--- config.mk ---
export PLATFORM = sky130hd
export DESIGN_NAME = mb3_scan
export DESIGN_NICKNAME = d
export VERILOG_FILES = /design/src/mb3_pkg.sv /design/src/mb3_scan.sv
export SDC_FILE = /design/constraint.sdc
export NUM_CORES = 1
export LEC_CHECK = 0
export BUFFER_PORTS_ARGS = -buffer_cell sky130_fd_sc_hd__buf_2
export CAP_MARGIN = 0
export CORE_MARGIN = 2
export CORE_UTILIZATION = 55
export CTS_BUF_LIST = sky130_fd_sc_hd__clkbuf_16
export DETAILED_ROUTE_END_ITERATION = 6
export HOLD_SLACK_MARGIN = 0.06
export PLACE_DENSITY_LB_ADDON = 0.25
export SYNTH_ARGS = -nofsm -noshare
export SYNTH_HDL_FRONTEND = slang
export SYNTH_SLANG_ARGS = --single-unit
export TNS_END_PERCENT = 5
--- constraint.sdc ---
create_clock -name clock -period 4.05 [get_ports clock]
set_clock_uncertainty 0.1 [all_clocks]
set_input_delay 0.6075 -clock clock [delete_from_list [all_inputs] [get_ports clock]]
set_output_delay 0.6075 -clock clock [all_outputs]
set_load 0.02 [all_outputs]
--- src/mb3_pkg.sv ---
// Package for the 3x3 box mean filter: widths, register indexes, reset values,
// the reciprocal used for the divide by nine, and the stage flag struct.
// No dependencies.
`default_nettype none

package mb3_pkg;

   localparam int DEFAULT_MAX_WIDTH = 1024;

   localparam int PIX_W        = 8;
   localparam int COLSUM_W     = 10;
   localparam int SUM_W        = 12;
   localparam int ROW_W        = 12;
   localparam int WIDTH_REG_W  = 11;
   localparam int HEIGHT_REG_W = 13;
   localparam int CSR_IDX_W    = 1;
   localparam int CSR_DATA_W   = 13;

   localparam int MIN_DIM      = 3;
   localparam int HEIGHT_LIMIT = 4096;

   localparam logic [WIDTH_REG_W-1:0]  WIDTH_RESET  = 11'd640;
   localparam logic [HEIGHT_REG_W-1:0] HEIGHT_RESET = 13'd480;

   localparam logic [CSR_IDX_W-1:0] CSR_IMAGE_WIDTH  = 1'd0;
   localparam logic [CSR_IDX_W-1:0] CSR_IMAGE_HEIGHT = 1'd1;

   // floor(s / 9) == (s * 7282) >> 16 for every s below 9 * 256
   localparam int RECIP_W     = 13;
   localparam int RECIP_SHIFT = 16;
   localparam logic [RECIP_W-1:0] RECIP_9 = 13'd7282;

   typedef struct packed {
      logic row_ok;
      logic emit;
      logic row_end;
      logic frame_end;
   } pos_flags_type;

endpackage

`default_nettype wire

--- src/mb3_scan.sv ---
// Frame position tracker and configuration registers for the box mean filter.
// Produces the line store column and the border/end flags per input. Uses mb3_pkg.
`default_nettype none

module mb3_scan #(
   parameter int MAX_WIDTH = mb3_pkg::DEFAULT_MAX_WIDTH,
   parameter int COL_W     = $clog2(MAX_WIDTH)
) (
   input  wire logic                            clock,
   input  wire logic                            reset,
   input  wire logic                            csr_write_en,
   input  wire logic [mb3_pkg::CSR_IDX_W-1:0]   csr_index,
   input  wire logic [mb3_pkg::CSR_DATA_W-1:0]  csr_wdata,
   input  wire logic                            advance,
   output logic                                 restart,
   output logic [COL_W-1:0]                     col,
   output mb3_pkg::pos_flags_type               flags
);

   localparam int CMP_W = (COL_W + 1 > mb3_pkg::WIDTH_REG_W) ? COL_W + 1
                                                             : mb3_pkg::WIDTH_REG_W;
   localparam int HCMP_W = mb3_pkg::HEIGHT_REG_W;

   logic [mb3_pkg::WIDTH_REG_W-1:0]  width_ff, width_in;
   logic [mb3_pkg::HEIGHT_REG_W-1:0] height_ff, height_in;
   logic [COL_W-1:0]                 col_ff, col_in;
   logic [mb3_pkg::ROW_W-1:0]        row_ff, row_in;

   logic [CMP_W-1:0]          w_ext, w_clamp;
   logic [HCMP_W-1:0]         h_ext, h_clamp;
   logic [COL_W-1:0]          col_last;
   logic [mb3_pkg::ROW_W-1:0] row_last;
   logic                      last_col, last_row;

   always_comb begin
      width_in  = width_ff;
      height_in = height_ff;
      restart   = 1'b0;
      if (csr_write_en) begin
         unique case (csr_index)
            mb3_pkg::CSR_IMAGE_WIDTH: begin
               width_in = csr_wdata[mb3_pkg::WIDTH_REG_W-1:0];
               restart  = 1'b1;
            end
            mb3_pkg::CSR_IMAGE_HEIGHT: begin
               height_in = csr_wdata;
               restart   = 1'b1;
            end
            default: begin
               restart = 1'b0;
            end
         endcase
      end
   end

   always_comb begin
      w_ext = CMP_W'(width_ff);
      if (w_ext < CMP_W'(mb3_pkg::MIN_DIM)) begin
         w_clamp = CMP_W'(mb3_pkg::MIN_DIM);
      end else if (w_ext > CMP_W'(MAX_WIDTH)) begin
         w_clamp = CMP_W'(MAX_WIDTH);
      end else begin
         w_clamp = w_ext;
      end
      col_last = COL_W'(w_clamp - CMP_W'(1));

      h_ext = height_ff;
      if (h_ext < HCMP_W'(mb3_pkg::MIN_DIM)) begin
         h_clamp = HCMP_W'(mb3_pkg::MIN_DIM);
      end else if (h_ext > HCMP_W'(mb3_pkg::HEIGHT_LIMIT)) begin
         h_clamp = HCMP_W'(mb3_pkg::HEIGHT_LIMIT);
      end else begin
         h_clamp = h_ext;
      end
      row_last = mb3_pkg::ROW_W'(h_clamp - HCMP_W'(1));
   end

   assign last_col = (col_ff == col_last);
   assign last_row = (row_ff == row_last);

   always_comb begin
      col = col_ff;
      flags.row_ok    = (row_ff >= mb3_pkg::ROW_W'(2));
      flags.emit      = flags.row_ok && (col_ff >= COL_W'(2));
      flags.row_end   = last_col;
      flags.frame_end = last_col && last_row;
   end

   always_comb begin
      col_in = col_ff;
      row_in = row_ff;
      if (restart) begin
         col_in = '0;
         row_in = '0;
      end else if (advance) begin
         if (last_col) begin
            col_in = '0;
            row_in = last_row ? '0 : row_ff + mb3_pkg::ROW_W'(1);
         end else begin
            col_in = col_ff + COL_W'(1);
         end
      end
   end

   always_ff @(posedge clock) begin
      if (reset) begin
         width_ff  <= mb3_pkg::WIDTH_RESET;
         height_ff <= mb3_pkg::HEIGHT_RESET;
         col_ff    <= '0;
         row_ff    <= '0;
      end else begin
         width_ff  <= width_in;
         height_ff <= height_in;
         col_ff    <= col_in;
         row_ff    <= row_in;
      end
   end

endmodule

`default_nettype wire

# Word-level counts from Yosys, hierarchy flattened
# Index checks and enable logic that the tools add are counted.
[totals]
output_inout_bits = 15
register_bits = 46
elab_cells = 30
in_bits = 18
[classes]
add_sub_neg = 4
mux = 7
n_eq_ne = 2
n_lt_le_gt_ge = 6
bitwise_logic = 1
reduce_logical = 6
[ops]
columns = ["cell", "n"]
rows = [
  ["12-bit two-way mux", 3],
  ["10-bit two-way mux", 3],
  ["13-bit > comparator (second input constant)", 1],
  ["13-bit by 2-bit less-than comparator with 1-bit output (second input constant)", 1],
  ["12-bit by 1-bit adder with 12-bit output (second input constant)", 1],
  ["12-bit == test", 1],
  ["12-bit by 2-bit greater-or-equal comparator with 1-bit output (second input constant)", 1],
  ["12-bit by 1-bit subtractor with 12-bit output (second input constant)", 1],
  ["11-bit > comparator (second input constant)", 1],
  ["11-bit by 2-bit less-than comparator with 1-bit output (second input constant)", 1],
  ["10-bit by 1-bit adder with 10-bit output (second input constant)", 1],
  ["10-bit == test", 1],
  ["10-bit by 2-bit greater-or-equal comparator with 1-bit output (second input constant)", 1],
  ["10-bit by 1-bit subtractor with 10-bit output (second input constant)", 1],
  ["2-bit AND reduction", 3],
  ["1-bit logical AND", 2],
  ["2-bit OR reduction", 1],
  ["1-bit two-way mux", 1],
  ["1-bit inverter", 1],
]

# Depth between registers and ports, before layout
[logic_depth]
depth_word = 6
mapped_depth = 14
mapped_depth_nobuf = 12

# Worst setup path before layout
# OpenSTA, ideal clock, no wires.
[synth_path]
kind = "register to output"
from = "register height_ff (netlist bit h_ext[12])"
to = "output flags[0] (netlist name)"
path_slack_ps = 287
path_stages_with_launch = 15
t_required_ps = 3342
n_path_buf = 4
t_arrival_ps = 3055
cell_sequence = "dfxtp_1 -> clkbuf_1 -> clkbuf_1 -> clkbuf_1 -> nor2_1 -> inv_1 -> ha_1 -> clkbuf_1 -> nor3b_1 -> a311o_1 -> nor3_1 -> xor2_1 -> o2111ai_1 -> nor3_1 -> and2_1"
[synth_rtl]
columns = ["item", "line_no", "source"]
rows = [
  ["from (decl)", "mb3_scan.sv:25", "logic [mb3_pkg::HEIGHT_REG_W-1:0] height_ff, height_in;"],
  ["from (signal assigned)", "mb3_scan.sv:108", "height_ff <= mb3_pkg::HEIGHT_RESET;"],
  ["from (signal assigned)", "mb3_scan.sv:113", "height_ff <= height_in;"],
  ["to (decl)", "mb3_scan.sv:17", "output mb3_pkg::pos_flags_type flags"],
]

==> out/metrics.yaml <==
fin_util_pct: 63.35
antenna_found_initial: 0
clock_latency_ns: 0.28
ys_seq_elements: 46
finalHoldViolCount: 0
pin_count: 33
hp-start: "h_ext[12]"
min_to: "h_ext[12]"
arrival_ns: 3.17
hold_buffers: 0
grt_usage_pct: 26.96
max_cap_viol_count: 0
dp_slack_ns: 0.0001243
vias: 3886
fillers: 596
first_global_vias: 3497
yosysUniqueCellTypes: 76
grt_start_max_net_pins: 28
drv_slew: 0
finalCritPeriodShare_pct: 95.71
antenna_cells: 0
ir_drop_mv: 0.1852
avgSynthCellArea_sq_um: 7.682
rr_worst_depth: 13
grt_pass1_wl_mm: 16.48
routedWlPerCell_um: 16.93
via_per_inst: 6.553
regArea_sq_um: 923.4
worstHoldPathType: "reg -> reg"
end_kind: "primary output"
die_h_um: 86.48
port_buffers: 32
start_util_pct: 55.99
r2r_slack_ns: 0.20
synth_edf_count: 0
cts_tree: "yes"
r2r_end: "row_ff[10]"
ys_warn_count: 0
cts_max_path_buffers: 2
die_w_um: 86.48
max-slew-margin-rel_pct: 57.97
async_flop_share_pct: 0
root_buffer: "clkbuf_16"
final_cell_mix: "nand2_1 (79), dfxtp_1 (44), buf_2 (32)"
drt_wl_total_mm: 10.04
cp_max_fo: 9
tightest_slew_ns: 0.6247
hpwlAfterDp_mm: 7.367
ant_nets: 0
timing.fmax_mhz: 258.0
gr-total-overflow: 0
setup.worst_path.class: "reg -> out"
hold_slack_ns: 0.3888
fin_area_sq_mm: 0.004233
power.density_mw_per_mm2: 279.8
row_count: 30
drtPass1Iterations: 5
leakagePower_nw: 1.561
cp.required_ns: 3.34
ys.flop_type: "dfxtp_1"
core-area_sq_mm: 0.006681
status: "completed"
drive_above_1_share_pct: 21.44
final_common_cell: "nand2_1"
timing.rr.start: "w_ext[2]"
fin_crit_ns: 3.876
gp_congestion: 0.9220
critPathLaunchType: "flip-flop"
nets: 536
yosysSeqAreaShare_pct: 24.62
htree_levels: 2
finalSetupViolCount: 0
multi_input_area_sq_mm: 0.002631
syn2layout_area_growth_pct: 13.14
drc: 0
clkTransAtPathRegs_ns: 0.06
fin_ws_ns: 0.1736
postPlaceCellArea_sq_mm: 0.003976
synth_nets: 511
setup_tns_ns: 0
cts-buffers-inserted: 5
dieArea_sq_mm: 0.007478
drt_iter0_drc: 380
cts.sinks: 46
netlist_area_sq_mm: 0.003741
hold_depth: 2
synth_cells: 487
==> final cells by class <==
type,instances,share of cell area [%]
multi-input combinational,386,62.16
sequential,46,21.81
timing repair buffer,59,8.513
clock buffer,5,2.956
tap,80,2.365
inverter,14,1.242
clock inverter,3,0.9459
==> critical path, cell delays in order (launching register included) <==
cell     delay (ns)
dfxtp_1        0.32
nor4_2         0.36
and3_1         0.20
o21ai_0        0.08
ha_2           0.24
xnor2_1        0.15
xnor2_1        0.15
nor3_1         0.20
nand4_2        0.12
or4_4          0.55
nor3_2         0.18
and2_1         0.16
buf_2          0.16
==> stage by stage <==
stage          std cells  power, mW
6_report             593      1.184
5_1_grt              593      1.235
4_1_cts              590      1.174
3_3_place_gp         582     0.7153
3_5_place_dp         582     0.7210
2_1_floorplan        487     0.6609
==> routing by layer <==
metal / GRT usage, % / wire length (um)
met3: 4.571 / 697
met1: 36.88 / 4472
met2: 44.20 / 4689
met4: 6.818 / 180
met5: 0 / 0
==> flip-flops by register name (all words and copies together), names as in the netlist <==
register  count
col          10
h_ext        13
row_ff       12
w_ext        11
==> power by group <==
group | switching (mW) | total (mW) | leakage (nW) | internal, mW
Combinational | 0.147 | 0.248 | 1.10 | 0.101
Sequential | 0.0163 | 0.482 | 0.375 | 0.466
Clock | 0.166 | 0.455 | 0.0836 | 0.289
Total | 0.329 | 1.18 | 1.56 | 0.855
==> what timing repair did <==
item | 4_1_cts | 5_1_grt
resized for setup | 4 | 12
endpoints found under the setup margin | 4 | 10
buffers inserted | 0 | 3
pin swaps | 0 | 4
==> worst max path at each step <==
stage,startpoint,depth (start not counted),slack (ns),end
2_1_floorplan,h_ext[12],14,0.29,flags[0]
3_3_place_gp,w_ext[8],11,0.25,row_ff[10]
3_5_place_dp,w_ext[8],11,0.0001,row_ff[7]
4_1_cts,h_ext[5],12,0.004,flags[0]
5_1_grt,w_ext[2],12,-0.01,row_ff[10]
6_report,h_ext[7],12,0.17,flags[0]
==> cell usage after synthesis (all sizes together) (6+ instances only) <==
| master | number | area, sq um |
|---|---|---|
| ha | 6 | 75.07 |
| dfxtp | 46 | 920.9 |
| and2 | 6 | 37.54 |
| xor2 | 8 | 70.07 |
| nor4 | 17 | 155.1 |
| nand4 | 9 | 68.81 |
| nand2b | 8 | 50.05 |
| inv | 14 | 52.55 |
| a21boi | 6 | 45.05 |
| nor2 | 30 | 112.6 |
| a211oi | 16 | 170.2 |
| o2111ai | 8 | 70.07 |
| buf | 13 | 91.33 |
| a21oi | 27 | 135.1 |
| or4 | 18 | 142.6 |
| nand2 | 79 | 296.5 |
| or3 | 9 | 56.30 |
| o21ai | 17 | 85.08 |
| nor3 | 15 | 75.07 |
| clkbuf | 27 | 105.1 |
| xnor2 | 10 | 87.58 |
| nand3b | 9 | 67.56 |
| o31ai | 9 | 67.56 |
==> logic make-up (layout without fill, tap and decap cells) <==
| logic type | after synthesis | in the layout | synth area share (%) |
|---|---|---|---|
| adders and majority gates | 6 | 6 | 2.007 |
| muxes | 5 | 5 | 1.538 |
| and+or+nand+nor | 240 | 240 | 36.79 |
| DFF | 46 | 46 | 24.62 |
| buffers and inverters | 55 | 81 | 6.889 |
| xor gates and xnor gates | 18 | 18 | 4.214 |
| AOI/OAI and AO/OA | 117 | 117 | 23.95 |
No activity file was read; power rests on OpenSTA's default activity.
