**src/mb3_pkg.sv**
```systemverilog
// Package for the 3x3 box mean filter: widths, register indexes, reset values,
// the reciprocal used for the divide by nine, and the stage flag struct.
// No dependencies.
`default_nettype none

package mb3_pkg;

   localparam int DEFAULT_MAX_WIDTH = 1024;

   localparam int PIX_W        = 8;
   localparam int COLSUM_W     = 10;
   localparam int SUM_W        = 12;
   localparam int ROW_W        = 12;
   localparam int WIDTH_REG_W  = 11;
   localparam int HEIGHT_REG_W = 13;
   localparam int CSR_IDX_W    = 1;
   localparam int CSR_DATA_W   = 13;

   localparam int MIN_DIM      = 3;
   localparam int HEIGHT_LIMIT = 4096;

   localparam logic [WIDTH_REG_W-1:0]  WIDTH_RESET  = 11'd640;
   localparam logic [HEIGHT_REG_W-1:0] HEIGHT_RESET = 13'd480;

   localparam logic [CSR_IDX_W-1:0] CSR_IMAGE_WIDTH  = 1'd0;
   localparam logic [CSR_IDX_W-1:0] CSR_IMAGE_HEIGHT = 1'd1;

   // floor(s / 9) == (s * 7282) >> 16 for every s below 9 * 256
   localparam int RECIP_W     = 13;
   localparam int RECIP_SHIFT = 16;
   localparam logic [RECIP_W-1:0] RECIP_9 = 13'd7282;

   typedef struct packed {
      logic row_ok;
      logic emit;
      logic row_end;
      logic frame_end;
   } pos_flags_type;

endpackage

`default_nettype wire

```
**src/mb3_window.sv**
```systemverilog
// Window stage of the box mean filter: column sums, divide by nine, line store
// write-back and the result register with its handshake. Uses mb3_pkg.
`default_nettype none

module mb3_window #(
   parameter int MAX_WIDTH = mb3_pkg::DEFAULT_MAX_WIDTH,
   parameter int COL_W     = $clog2(MAX_WIDTH)
) (
   input  wire logic                           clock,
   input  wire logic                           reset,
   input  wire logic                           restart,
   input  wire logic                           accept,
   input  wire logic [mb3_pkg::PIX_W-1:0]      pixel,
   input  wire logic [COL_W-1:0]               col,
   input  wire mb3_pkg::pos_flags_type         flags,
   input  wire logic [2*mb3_pkg::PIX_W-1:0]    rd_data,
   output logic                                wr_en,
   output logic [COL_W-1:0]                    wr_addr,
   output logic [2*mb3_pkg::PIX_W-1:0]         wr_data,
   output logic                                take_ok,
   output logic                                rsp_valid,
   input  wire logic                           rsp_ready,
   output logic [mb3_pkg::PIX_W-1:0]           rsp_mean_out,
   output logic                                rsp_row_end,
   output logic                                rsp_frame_end
);

   localparam int PROD_W = mb3_pkg::SUM_W + mb3_pkg::RECIP_W;

   logic                            s1_valid_ff, s1_valid_in;
   logic [mb3_pkg::PIX_W-1:0]       s1_pixel_ff;
   logic [COL_W-1:0]                s1_col_ff;
   mb3_pkg::pos_flags_type          s1_flags_ff;

   logic [mb3_pkg::COLSUM_W-1:0]    left_ff, left_in, mid_ff, mid_in;
   logic                            out_valid_ff, out_valid_in;
   logic [mb3_pkg::PIX_W-1:0]       mean_ff;
   logic                            row_end_ff, frame_end_ff;

   logic                            s1_adv;
   logic [mb3_pkg::PIX_W-1:0]       older_px, newer_px;
   logic [mb3_pkg::COLSUM_W-1:0]    col3, cur;
   logic [mb3_pkg::SUM_W-1:0]       box_sum;
   logic [PROD_W-1:0]               prod;
   logic [mb3_pkg::PIX_W-1:0]       quot;

   assign s1_adv  = s1_valid_ff && (!out_valid_ff || rsp_ready);
   assign take_ok = !s1_valid_ff || s1_adv;

   assign older_px = rd_data[2*mb3_pkg::PIX_W-1:mb3_pkg::PIX_W];
   assign newer_px = rd_data[mb3_pkg::PIX_W-1:0];

   always_comb begin
      col3 = mb3_pkg::COLSUM_W'(older_px) + mb3_pkg::COLSUM_W'(newer_px)
           + mb3_pkg::COLSUM_W'(s1_pixel_ff);
      cur  = s1_flags_ff.row_ok ? col3 : '0;
      box_sum = mb3_pkg::SUM_W'(left_ff) + mb3_pkg::SUM_W'(mid_ff)
              + mb3_pkg::SUM_W'(cur);
      prod = PROD_W'(box_sum) * PROD_W'(mb3_pkg::RECIP_9);
      quot = prod[mb3_pkg::RECIP_SHIFT +: mb3_pkg::PIX_W];
   end

   // shift the older row out, the incoming pixel becomes the newer row
   assign wr_en   = s1_adv;
   assign wr_addr = s1_col_ff;
   assign wr_data = {newer_px, s1_pixel_ff};

   always_comb begin
      s1_valid_in = accept ? 1'b1 : (s1_adv ? 1'b0 : s1_valid_ff);
      left_in = left_ff;
      mid_in  = mid_ff;
      if (restart) begin
         left_in = '0;
         mid_in  = '0;
      end else if (s1_adv) begin
         left_in = mid_ff;
         mid_in  = cur;
      end
      if (s1_adv) begin
         out_valid_in = s1_flags_ff.emit;
      end else if (rsp_ready) begin
         out_valid_in = 1'b0;
      end else begin
         out_valid_in = out_valid_ff;
      end
   end

   always_ff @(posedge clock) begin
      if (reset) begin
         s1_valid_ff  <= 1'b0;
         out_valid_ff <= 1'b0;
         left_ff      <= '0;
         mid_ff       <= '0;
      end else begin
         s1_valid_ff  <= s1_valid_in;
         out_valid_ff <= out_valid_in;
         left_ff      <= left_in;
         mid_ff       <= mid_in;
      end
   end

   always_ff @(posedge clock) begin
      if (accept) begin
         s1_pixel_ff <= pixel;
         s1_col_ff   <= col;
         s1_flags_ff <= flags;
      end
      if (s1_adv && s1_flags_ff.emit) begin
         mean_ff      <= quot;
         row_end_ff   <= s1_flags_ff.row_end;
         frame_end_ff <= s1_flags_ff.frame_end;
      end
   end

   assign rsp_valid     = out_valid_ff;
   assign rsp_mean_out  = mean_ff;
   assign rsp_row_end   = row_end_ff;
   assign rsp_frame_end = frame_end_ff;

endmodule

`default_nettype wire

```
**config.mk**
```make
export PLATFORM = sky130hd
export DESIGN_NAME = mb3_window
export DESIGN_NICKNAME = d
export VERILOG_FILES = /design/src/mb3_pkg.sv /design/src/mb3_window.sv
export SDC_FILE = /design/constraint.sdc
export NUM_CORES = 1
export LEC_CHECK = 0
export ABC_AREA = 1
export ABC_CLOCK_PERIOD_IN_PS = 16100
export BUFFER_PORTS_ARGS = -buffer_cell sky130_fd_sc_hd__buf_2
export CAP_MARGIN = 0
export CORE_UTILIZATION = 55
export CTS_BUF_LIST = sky130_fd_sc_hd__clkbuf_2
export CTS_CLUSTER_DIAMETER = 120
export DETAILED_ROUTE_END_ITERATION = 7
export HOLD_SLACK_MARGIN = 0.02
export PLACE_DENSITY = 0.76
export SYNTH_ARGS = -nofsm -noshare
export SYNTH_HDL_FRONTEND = slang
export SYNTH_SLANG_ARGS = --single-unit
```
**constraint.sdc**
```tcl
create_clock -name clock -period 16.1 [get_ports clock]
set_input_delay 0.805 -clock clock [delete_from_list [all_inputs] [get_ports clock]]
set_output_delay 0.805 -clock clock [all_outputs]
set_load 0.02 [all_outputs]
```
### Word-level counts from Yosys, hierarchy flattened

Index checks and enable logic that the tools add are counted.

* add/subtract/negate cells: 4
* multiply operators: 1
* muxes and demuxes: 5
* reductions and logical operators: 9

Operators with widths (number)
* multiplier 12 x 12 -> 23 bit, second input constant: 1
* adder 11 x 10 -> 12 bit: 1
* adder 10 x 10 -> 11 bit: 1
* adder 9 x 8 -> 10 bit: 1
* 2-to-1 mux 10 bit: 1
* adder 8 x 8 -> 9 bit: 1
* 2-to-1 mux 1 bit: 4
* nonzero test 2 bit: 2
* logical AND 1 bit: 2
* logical NOT 1 bit: 2
* logical OR 1 bit: 2
* OR reduction 2 bit: 1

* register bits after elaboration: 54
* input port bits: 43
* output and inout port bits: 39
* word-level logic and storage cells: 32

### Depth between registers and ports, before layout

Gate-level depths: netlist of the first run.

* depth in word-level cells: 5
* gate-level depth with buffers: 38

### Worst setup path after synthesis of the first run

OpenSTA, ideal clock, no wires.

* path type: input port to flip-flop
* start point: in rd_data[1] (netlist name)
* end point: reg mean_ff (netlist bit rsp_mean_out[4]) (data pin)
* library setup time: 259 ps
* arrival: 7525 ps
* setup slack: 8316 ps
* stages: 36
* buffers on the path: 0
* cell sequence: inv_1 > fa_1 > inv_1 > ha_1 > inv_1 > fa_1 > o31ai_1 > o21ai_0 > a21oi_1 > fa_1 > ha_1 > nand2_1 > nor2_1 > nand2_1 > nand3_2 > nand3_2 > nand2_1 > xor2_1 > fa_1 > ha_1 > inv_1 > fa_1 > inv_1 > fa_1 > inv_1 > fa_1 > inv_1 > ha_1 > a21oi_1 > nor2_1 > nor2_1 > nor2_1 > nor2_1 > o21ai_1 > nand2_1 > nand2_1

* word-level cells in the longest chain between the ends: 5

RTL lines
* from (decl): RTL line mb3_window.sv:16 `input wire logic [2*mb3_pkg::PIX_W-1:0] rd_data,`
* adder 8 x 8 -> 9 bit: RTL line mb3_window.sv:54 `col3 = mb3_pkg::COLSUM_W'(older_px) + mb3_pkg::COLSUM_W'(newer_px)`
* adder 9 x 8 -> 10 bit: RTL line mb3_window.sv:55 `+ mb3_pkg::COLSUM_W'(s1_pixel_ff);`
* 2-to-1 mux 10 bit: RTL line mb3_window.sv:56 `cur = s1_flags_ff.row_ok ? col3 : '0;`
* named net cur, one bit: RTL line mb3_window.sv:42 `logic [mb3_pkg::COLSUM_W-1:0] col3, cur;`
* adder 11 x 10 -> 12 bit: RTL line mb3_window.sv:58 `+ mb3_pkg::SUM_W'(cur);`
* multiplier 12 x 12 -> 23 bit: RTL line mb3_window.sv:59 `prod = PROD_W'(box_sum) * PROD_W'(mb3_pkg::RECIP_9);`
* named net prod[20]: RTL line mb3_window.sv:44 `logic [PROD_W-1:0] prod;`
* to (signal assigned): RTL line mb3_window.sv:109 `mean_ff <= quot;`
* to (decl): RTL line mb3_window.sv:37 `logic [mb3_pkg::PIX_W-1:0] mean_ff;`

The timed path passes the listed nets, and every way through them passes these cells.
A chain may end at the register's enable or synchronous reset.

### Final worst setup path of the first run

Ends and elaborated chain as after synthesis.

==> out/results.ini, run 1 <==
[outcome]
status=finished, final reports clean

[cells_and_area]
fin_nets=840
area_delta_synth_final_pct=10.4
nFillCells=805
n_antenna_cell=0
layout-drive-gt1-share_pct=14.5
stdcell_count=799

[setup_path]
critPathSlowestCell=fa_1
r2r_cells=36
arrival_ps=8240
crit_fanout=4
crit_type=in -> reg
r2r_start=s1_pixel_ff[1]
critPathRequiredTime_ps=16360
reg2reg_to=rsp_mean_out[4]
end_kind=flip-flop
crit_path_max_incr_delay_ps=530
start_kind=input port
path_buf_inv=8
crit_family=adder cells
worst-r2r-setup-slack_ps=8150

[clocking]
cts_tree=done
cts_buffer_depth=2
ctsResizeCount=0
cts_setup_buffers=0
cts_buffers=5
clk_latency_ps=450
htreeDepth=2
cts.clk_slew.worst_paths_ps=290
ctsHoldBuffers=0
clockRootBuffer=clkbuf_2
cts.sinks=54

[detailed_routing]
drt_iter0_drc=124
drtAntennaViolNets=0
totalWireLength_mm=10.8
wire_per_inst_um=13.6
routed-wl-met3_um=326
drt_pass1_iterations=4
routed_via_density=5.08
drcViolationCount=0
vias=4061
wl_met1_mm=4.48
dr_wl_met2_mm=5.61
highest_layer=met4

[worst_hold_path]
hold-path-endpoint=rsp_row_end
hp-start=s1_flags_ff[1]
worstHoldPathCells=0
hold_path_class=reg -> reg

[grt]
antenna_found_initial=0
grt_use_total_pct=23.7
grt_max_degree=27
grt_pass1_vias=4336
grt_pass1_wl_mm=18.8
overflow=0

[placement]
numPlacedInstances=791
port_buffers=81
place_congestion=0.927
hpwl_mm=9.53
dp_slack_ps=7620

[synthesis]
syn_area_per_cell_um2=8.84
yosysTopAreaCell=ha_1
ys_top_cells_by_area=ha_1, edfxtp_1, fa_1
synth_commonest_cells=inv_1, nand2_1, ha_1
synth_mux_area_share_pct=0
synth_seq_cells=54
synth_nets=766
ys_seq_area_share_pct=26.6
synthXorXnorAreaFrac_pct=2.66
synth-compound-area-share_pct=9.13
ys_types=33
ys_dominant_reg_cell=edfxtp_1
synth_top_area_share_pct=19.3
ys_async_sr_fraction_pct=0
synth_most_common_cell=inv_1
netlist_area_um2=5260
synth_edf_count=32
yosys.area_share.simple_pct=14.2
synth_fa_ha_area_share_pct=37.2
synth_top_family_by_area=adder cells
ys_warn_count=0
syn_inst=595

[die]
die_h_um=99.8
start_util_pct=56.9
ios=82
fp-row-count=35
core_area_um2=9240
die_w_um=99.8
die_area_um2=9960

[sta]
hold_ws_ps=465
slew_headroom_pct=35.5
fin_ws_ps=8120
final-setup-viol-count=0
finalSetupTns_ps=0
min_period_ps=7980
tightest_slew_ps=964
rsz0062_at_grt=no
fmaxAchievable_mhz=125
finClkSkew_ps=37.0
period_share_pct=49.5
maxSlewViolCount=0
hold_viol_final=0

[flow_run]
cap_violations=0

[kinds of logic after synthesis]
group / count (synthesis)
buffers and inverters: 134
and+or+nand+nor: 177
DFF: 54
AOI/OAI and AO/OA: 86
adders and majority gates: 128
xor gates and xnor gates: 16
[area by class of cell]
cell class / count / area [um^2] / share of cell area (%)
multi-input combinational: 407 / 3320 / 57.2
timing repair buffer: 81 / 405 / 6.98
inverter: 120 / 450 / 7.76
sequential: 54 / 1400 / 24.1
clock inverter: 3 / 42.5 / 0.732
clock buffer: 5 / 25.0 / 0.431
tap: 129 / 161 / 2.78
[flip-flops by register name (all words and copies together) (netlist names)]
signal / cells
rsp_row_end: 1
mid_ff: 10
s1_valid_ff: 1
left_ff: 10
s1_pixel_ff: 8
s1_flags_ff: 4
rsp_frame_end: 1
rsp_valid: 1
wr_addr: 10
rsp_mean_out: 8
[cells in the final DEF, fill, tap and decap left out, drive strengths merged, types with 3 or more instances in the layout]
cell,count
clkbuf,5
a21oi,39
dfxtp,22
o21a,6
nand2,88
edfxtp,32
o21ai,28
nand3,20
fa,47
xor2,15
ha,81
nor2,51
nor3,4
buf,81
inv,121
a21o,4
nand4,7
or2,3
[stage by stage]
| step | util, % | cell area, um^2 |
|---|---|---|
| 2_1_floorplan | - | 5260 |
| 5_1_grt | 62.9 | 5810 |
| 4_1_cts | 62.9 | 5810 |
| 3_3_place_gp | 62.1 | 5740 |
| 3_5_place_dp | 62.1 | 5740 |
| 6_report | 62.9 | 5810 |
[worst register-to-register path, delay by kind of cell, from the launching register on]
family,cells,cell delay (ps)
adders and majority gates,11,4470
and+or+nand+nor,12,1020
AOI/OAI and AO/OA,5,980
DFF,1,450
xor gates and xnor gates,1,420
buffers and inverters,7,410
[layer usage]
layer  global-route usage, %  vias to the layer above
met5                       0                        -
met4                    9.39                        0
met3                    3.34                       24
met2                    44.4                       98
met1                    27.2                     1878
li1                        -                     2061
[worst max path at each step]
stage | from | to | slack [ps] | depth (start not counted)
after floorplan | rd_data[1] | rsp_mean_out[4] | 8320 | 36
after global placement | rd_data[1] | rsp_mean_out[4] | 7840 | 37
after detailed placement | rd_data[1] | rsp_mean_out[4] | 7620 | 37
after CTS | s1_pixel_ff[1] | rsp_mean_out[4] | 8130 | 36
after global routing | s1_pixel_ff[1] | rsp_mean_out[4] | 7420 | 36
final | rd_data[1] | rsp_mean_out[4] | 8120 | 37
Power of run 1 is not shown: default switching activity piles up to over one toggle a cycle in this logic, so the estimate is an artifact.
==> inputs of run 2 (changes only) <==
- ABC_CLOCK_PERIOD_IN_PS: 16100 -> 6500
- CORE_UTILIZATION: 55 -> 54
- PLACE_DENSITY: 0.76 -> 0.78
- clock period: 16.1 -> 6.5 ns (I/O delays scaled with it)
==> out/results.ini, run 2 (synthesis gave the netlist of run 1 again) <==
[sta]
maxSlewViolCount=0
hold_viol_final=0
finalSetupTns_ps=-6930
rsz0062_at_grt=yes
finClkSkew_ps=47.5
fin_ws_ps=-958
min_period_ps=7460
fmaxAchievable_mhz=134
final-setup-viol-count=8
hold_ws_ps=127
period_share_pct=115
slew_headroom_pct=26.7
tightest_slew_ps=1100

[clocking]
clk_latency_ps=510
cts_tree=done
cts.clk_slew.worst_paths_ps=320
clockRootBuffer=clkbuf_2
cts_buffers=5
cts_buffer_depth=2
cts.sinks=54
htreeDepth=2

[die]
die_h_um=101
ios=82
start_util_pct=56.4
fp-row-count=35
die_w_um=101
die_area_um2=10100
core_area_um2=9330

[detailed_routing]
vias=5138
drt_pass1_iterations=5
totalWireLength_mm=17.0
drt_iter0_drc=263
routed_via_density=5.50
drtAntennaViolNets=0
drcViolationCount=0
wire_per_inst_um=18.2

[setup_path]
critPathRequiredTime_ps=6830
path_buf_inv=9
critPathSlowestCell=fa_1
crit_path_max_incr_delay_ps=490
start_kind=flip-flop
crit_type=reg -> reg
crit_fanout=4
crit_path_frequent_cell=fa_1
arrival_ps=7790
end_kind=flip-flop
crit_family=adder cells

[grt]
overflow=0
grt_use_total_pct=33.6
grt_pass1_wl_mm=26.1
antenna_found_initial=0
grt_pass1_vias=5586
grt_max_degree=27

[cells_and_area]
final_area_um2=7720
layout-drive-gt1-share_pct=40.2
area_delta_synth_final_pct=46.8
n_antenna_cell=0
final_cell_mix=buf_4, inv_1, buf_2, nand2_1, ha_1
final_common_cell=buf_4
nFillCells=497
fin_nets=976

[placement]
placed_area_um2=6590
place_congestion=0.924
port_buffers=81
hpwl_mm=10.9

[flow_run]
cap_violations=0

[worst_hold_path]
hold_path_class=in -> reg

[outcome]
violations=setup timing
status=complete, but fails checks

## run 2: changes by cell type in the layout (fill, tap and decap cells not counted), moves of 7 or more
cell           change
a21oi_1           -17
a21oi_2           +10
inv_2             +10
buf_4            +110
dlygate4sd3_1     +23
inv_1             -11
nand3_1            -9
ha_4              +30
nand2_2           +16
a21oi_4            +7
nand2_1           -21
ha_1              -33
## run 2: timing repair
| action | in CTS | in global routing |
|---|---|---|
| setup buffers | 21 | 5 |
| hold endpoints to repair | 21 | 2 |
| endpoints found under the setup margin | 8 | 8 |
| hold buffers | 21 | 2 |
| pin swaps | 51 | 29 |
| gates resized for setup | 81 | 37 |
## run 2: cell type report
| cell class | count | area [um^2] | area share [%] |
|---|---|---|---|
| multi-input cells | 407 | 4160 | 53.8 |
| clock inverters | 2 | 13.8 | 0.178 |
| well taps | 129 | 161 | 2.09 |
| repair buffers | 217 | 1500 | 19.5 |
| clock buffers | 6 | 30.0 | 0.389 |
| inverters | 120 | 453 | 5.87 |
| flip-flops and latches | 54 | 1400 | 18.1 |
## run 2: final timing paths
| kind | from | endpoint | slack (ps) | cells after the start |
|---|---|---|---|---|
| setup / recovery | s1_pixel_ff[1] | rsp_mean_out[7] | -960 | 35 |
| hold / removal | rsp_ready | s1_valid_ff | 130 | 4 |
| setup reg to reg | s1_pixel_ff[1] | rsp_mean_out[7] | -960 | 35 |
| hold reg to reg | s1_flags_ff[0] | rsp_frame_end | 470 | 0 |
## run 2: through the flow
stage	setup slack (ps)	instances	util, %
4_1_cts	-702	929	80.3
3_5_place_dp	-1010	879	70.6
2_1_floorplan	-535	595	-
5_1_grt	-1250	935	82.8
6_report	-958	935	82.8
3_3_place_gp	-730	879	70.6
## run 2: worst register-to-register path: cells and delay by family, from the launching register on
kind	cells	cell delay, ps
buf+inv	9	560
fa+ha+maj	11	4360
simple gates	11	1160
compound gates	3	550
xor+xnor	1	190
flops	1	480
## run 2: per-layer routing
layer	global-route usage, %	wire [um]
met1	33.3	5790
met4	18.3	899
met2	65.4	9430
met3	6.45	907
met5	0	0
Power of run 2 is left out for the same reason.
==> inputs of run 3 (changes only) <==
- ABC_CLOCK_PERIOD_IN_PS: 6500 -> 9500
- CORE_UTILIZATION: 54 -> 55
- CTS_BUF_LIST: sky130_fd_sc_hd__clkbuf_2 -> sky130_fd_sc_hd__clkbuf_4 sky130_fd_sc_hd__clkbuf_8
- PLACE_DENSITY: 0.78 -> 0.76
- clock period: 6.5 -> 9.5 ns (I/O delays scaled with it)
==> out/results.ini, run 3 (synthesis gave the netlist of run 1 again) <==
[cells_and_area]
final_common_cell=inv_1
fin_nets=840
n_antenna_cell=0
area_delta_synth_final_pct=11.3
layout-drive-gt1-share_pct=14.5
final_cell_mix=inv_1, nand2_1, ha_1, buf_2, nor2_1

[clocking]
cts_buffers=5
cts_buffer_depth=2
cts.sinks=54
ctsHoldBuffers=0
cts_setup_buffers=0
clockRootBuffer=clkbuf_8
clk_latency_ps=310
cts.clk_slew.worst_paths_ps=100
cts_tree=done
ctsResizeCount=0
htreeDepth=2

[detailed_routing]
drt_iter0_drc=131
highest_layer=met4
drtAntennaViolNets=0
wl_met1_mm=4.46
drcViolationCount=0
wire_per_inst_um=13.7
routed_via_density=5.06
totalWireLength_mm=10.9
drt_pass1_iterations=4
routed-wl-met3_um=356
dr_wl_met2_mm=5.72
vias=4040

[die]
die_h_um=99.8
fp-row-count=35
core_area_um2=9240
die_w_um=99.8
ios=82
die_area_um2=9960
start_util_pct=56.9

[grt]
grt_use_total_pct=23.6
grt_pass1_wl_mm=18.6
overflow=0
grt_max_degree=27
antenna_found_initial=0
grt_pass1_vias=4273

[sta]
fmaxAchievable_mhz=126
hold_viol_final=0
rsz0062_at_grt=no
tightest_slew_ps=979
finClkSkew_ps=11.5
final-setup-viol-count=0
min_period_ps=7950
finalSetupTns_ps=0
period_share_pct=83.7
maxSlewViolCount=0
slew_headroom_pct=34.5

[outcome]
status=finished, final reports clean

[setup_path]
r2r_start=s1_pixel_ff[1]
crit_type=reg -> reg
crit_path_max_incr_delay_ps=560
arrival_ps=8030
crit_fanout=5
crit_start=s1_pixel_ff[1]
start_kind=flip-flop
crit_end=rsp_mean_out[7]
crit_path_frequent_cell=ha_1
r2r_cells=31
critPathRequiredTime_ps=9580
critPathSlowestCell=fa_1
end_kind=flip-flop
reg2reg_to=rsp_mean_out[7]
worst-r2r-setup-slack_ps=1550

[flow_run]
cap_violations=0

[placement]
port_buffers=81
place_congestion=0.927
hpwl_mm=9.55

[worst_hold_path]
worstHoldPathCells=1
hold_path_class=in -> reg

[run 3: cell types whose count changed in the layout (fill, tap and decap cells not counted), sizes merged]
cell,change
bufinv,+1
clkinv,+1
clkinvlp,-1
clkbuf,-1
dlygate4sd3,-23
buf,-113
[run 3: how the worst min path moves through the flow]
stage                         from              to
finish                      col[8]      wr_addr[8]
global placement    s1_flags_ff[0]   rsp_frame_end
detailed placement  s1_flags_ff[1]     rsp_row_end
floorplan           s1_flags_ff[0]   rsp_frame_end
global route              pixel[5]  s1_pixel_ff[5]
CTS                         col[8]      wr_addr[8]
[run 3: through the flow]
step           setup WS [ps]  hold WS (ps)  cell area, um^2  utilization [%]  instances
2_1_floorplan           2040           400             5260                -        595
3_3_place_gp            1570           401             5740             62.1        791
3_5_place_dp            1340           408             5740             62.1        791
4_1_cts                 1540           316             5850             63.3        799
5_1_grt                  901           308             5850             63.3        799
6_report                1550           328             5850             63.3        799
[run 3: cell type report]
cell class              instances  area (um^2)
clock buffers                   5         68.8
clock inverters                 3         42.5
fillers                       815         3390
inverters                     120          450
multi-input cells             407         3320
flip-flops and latches         54         1400
well taps                     129          161
repair buffers                 81          405
[run 3: layer usage]
layer  GRT usage [%]  vias up
met5               0        -
met4            8.48        0
met3            3.06       22
met2            44.9       96
met1            26.8     1862
li1                -     2060
[run 3: critical path: cells and delay by family, from the launching register on]
| family | cells | cell delay [ps] |
|---|---|---|
| buffers and inverters | 5 | 390 |
| AND/OR/NAND/NOR | 8 | 800 |
| flip-flops | 1 | 400 |
| XOR/XNOR | 2 | 660 |
| adder cells (fa/ha/maj) | 11 | 4270 |
| AO/OA/AOI/OAI | 5 | 1210 |
Power of run 3 is left out for the same reason.
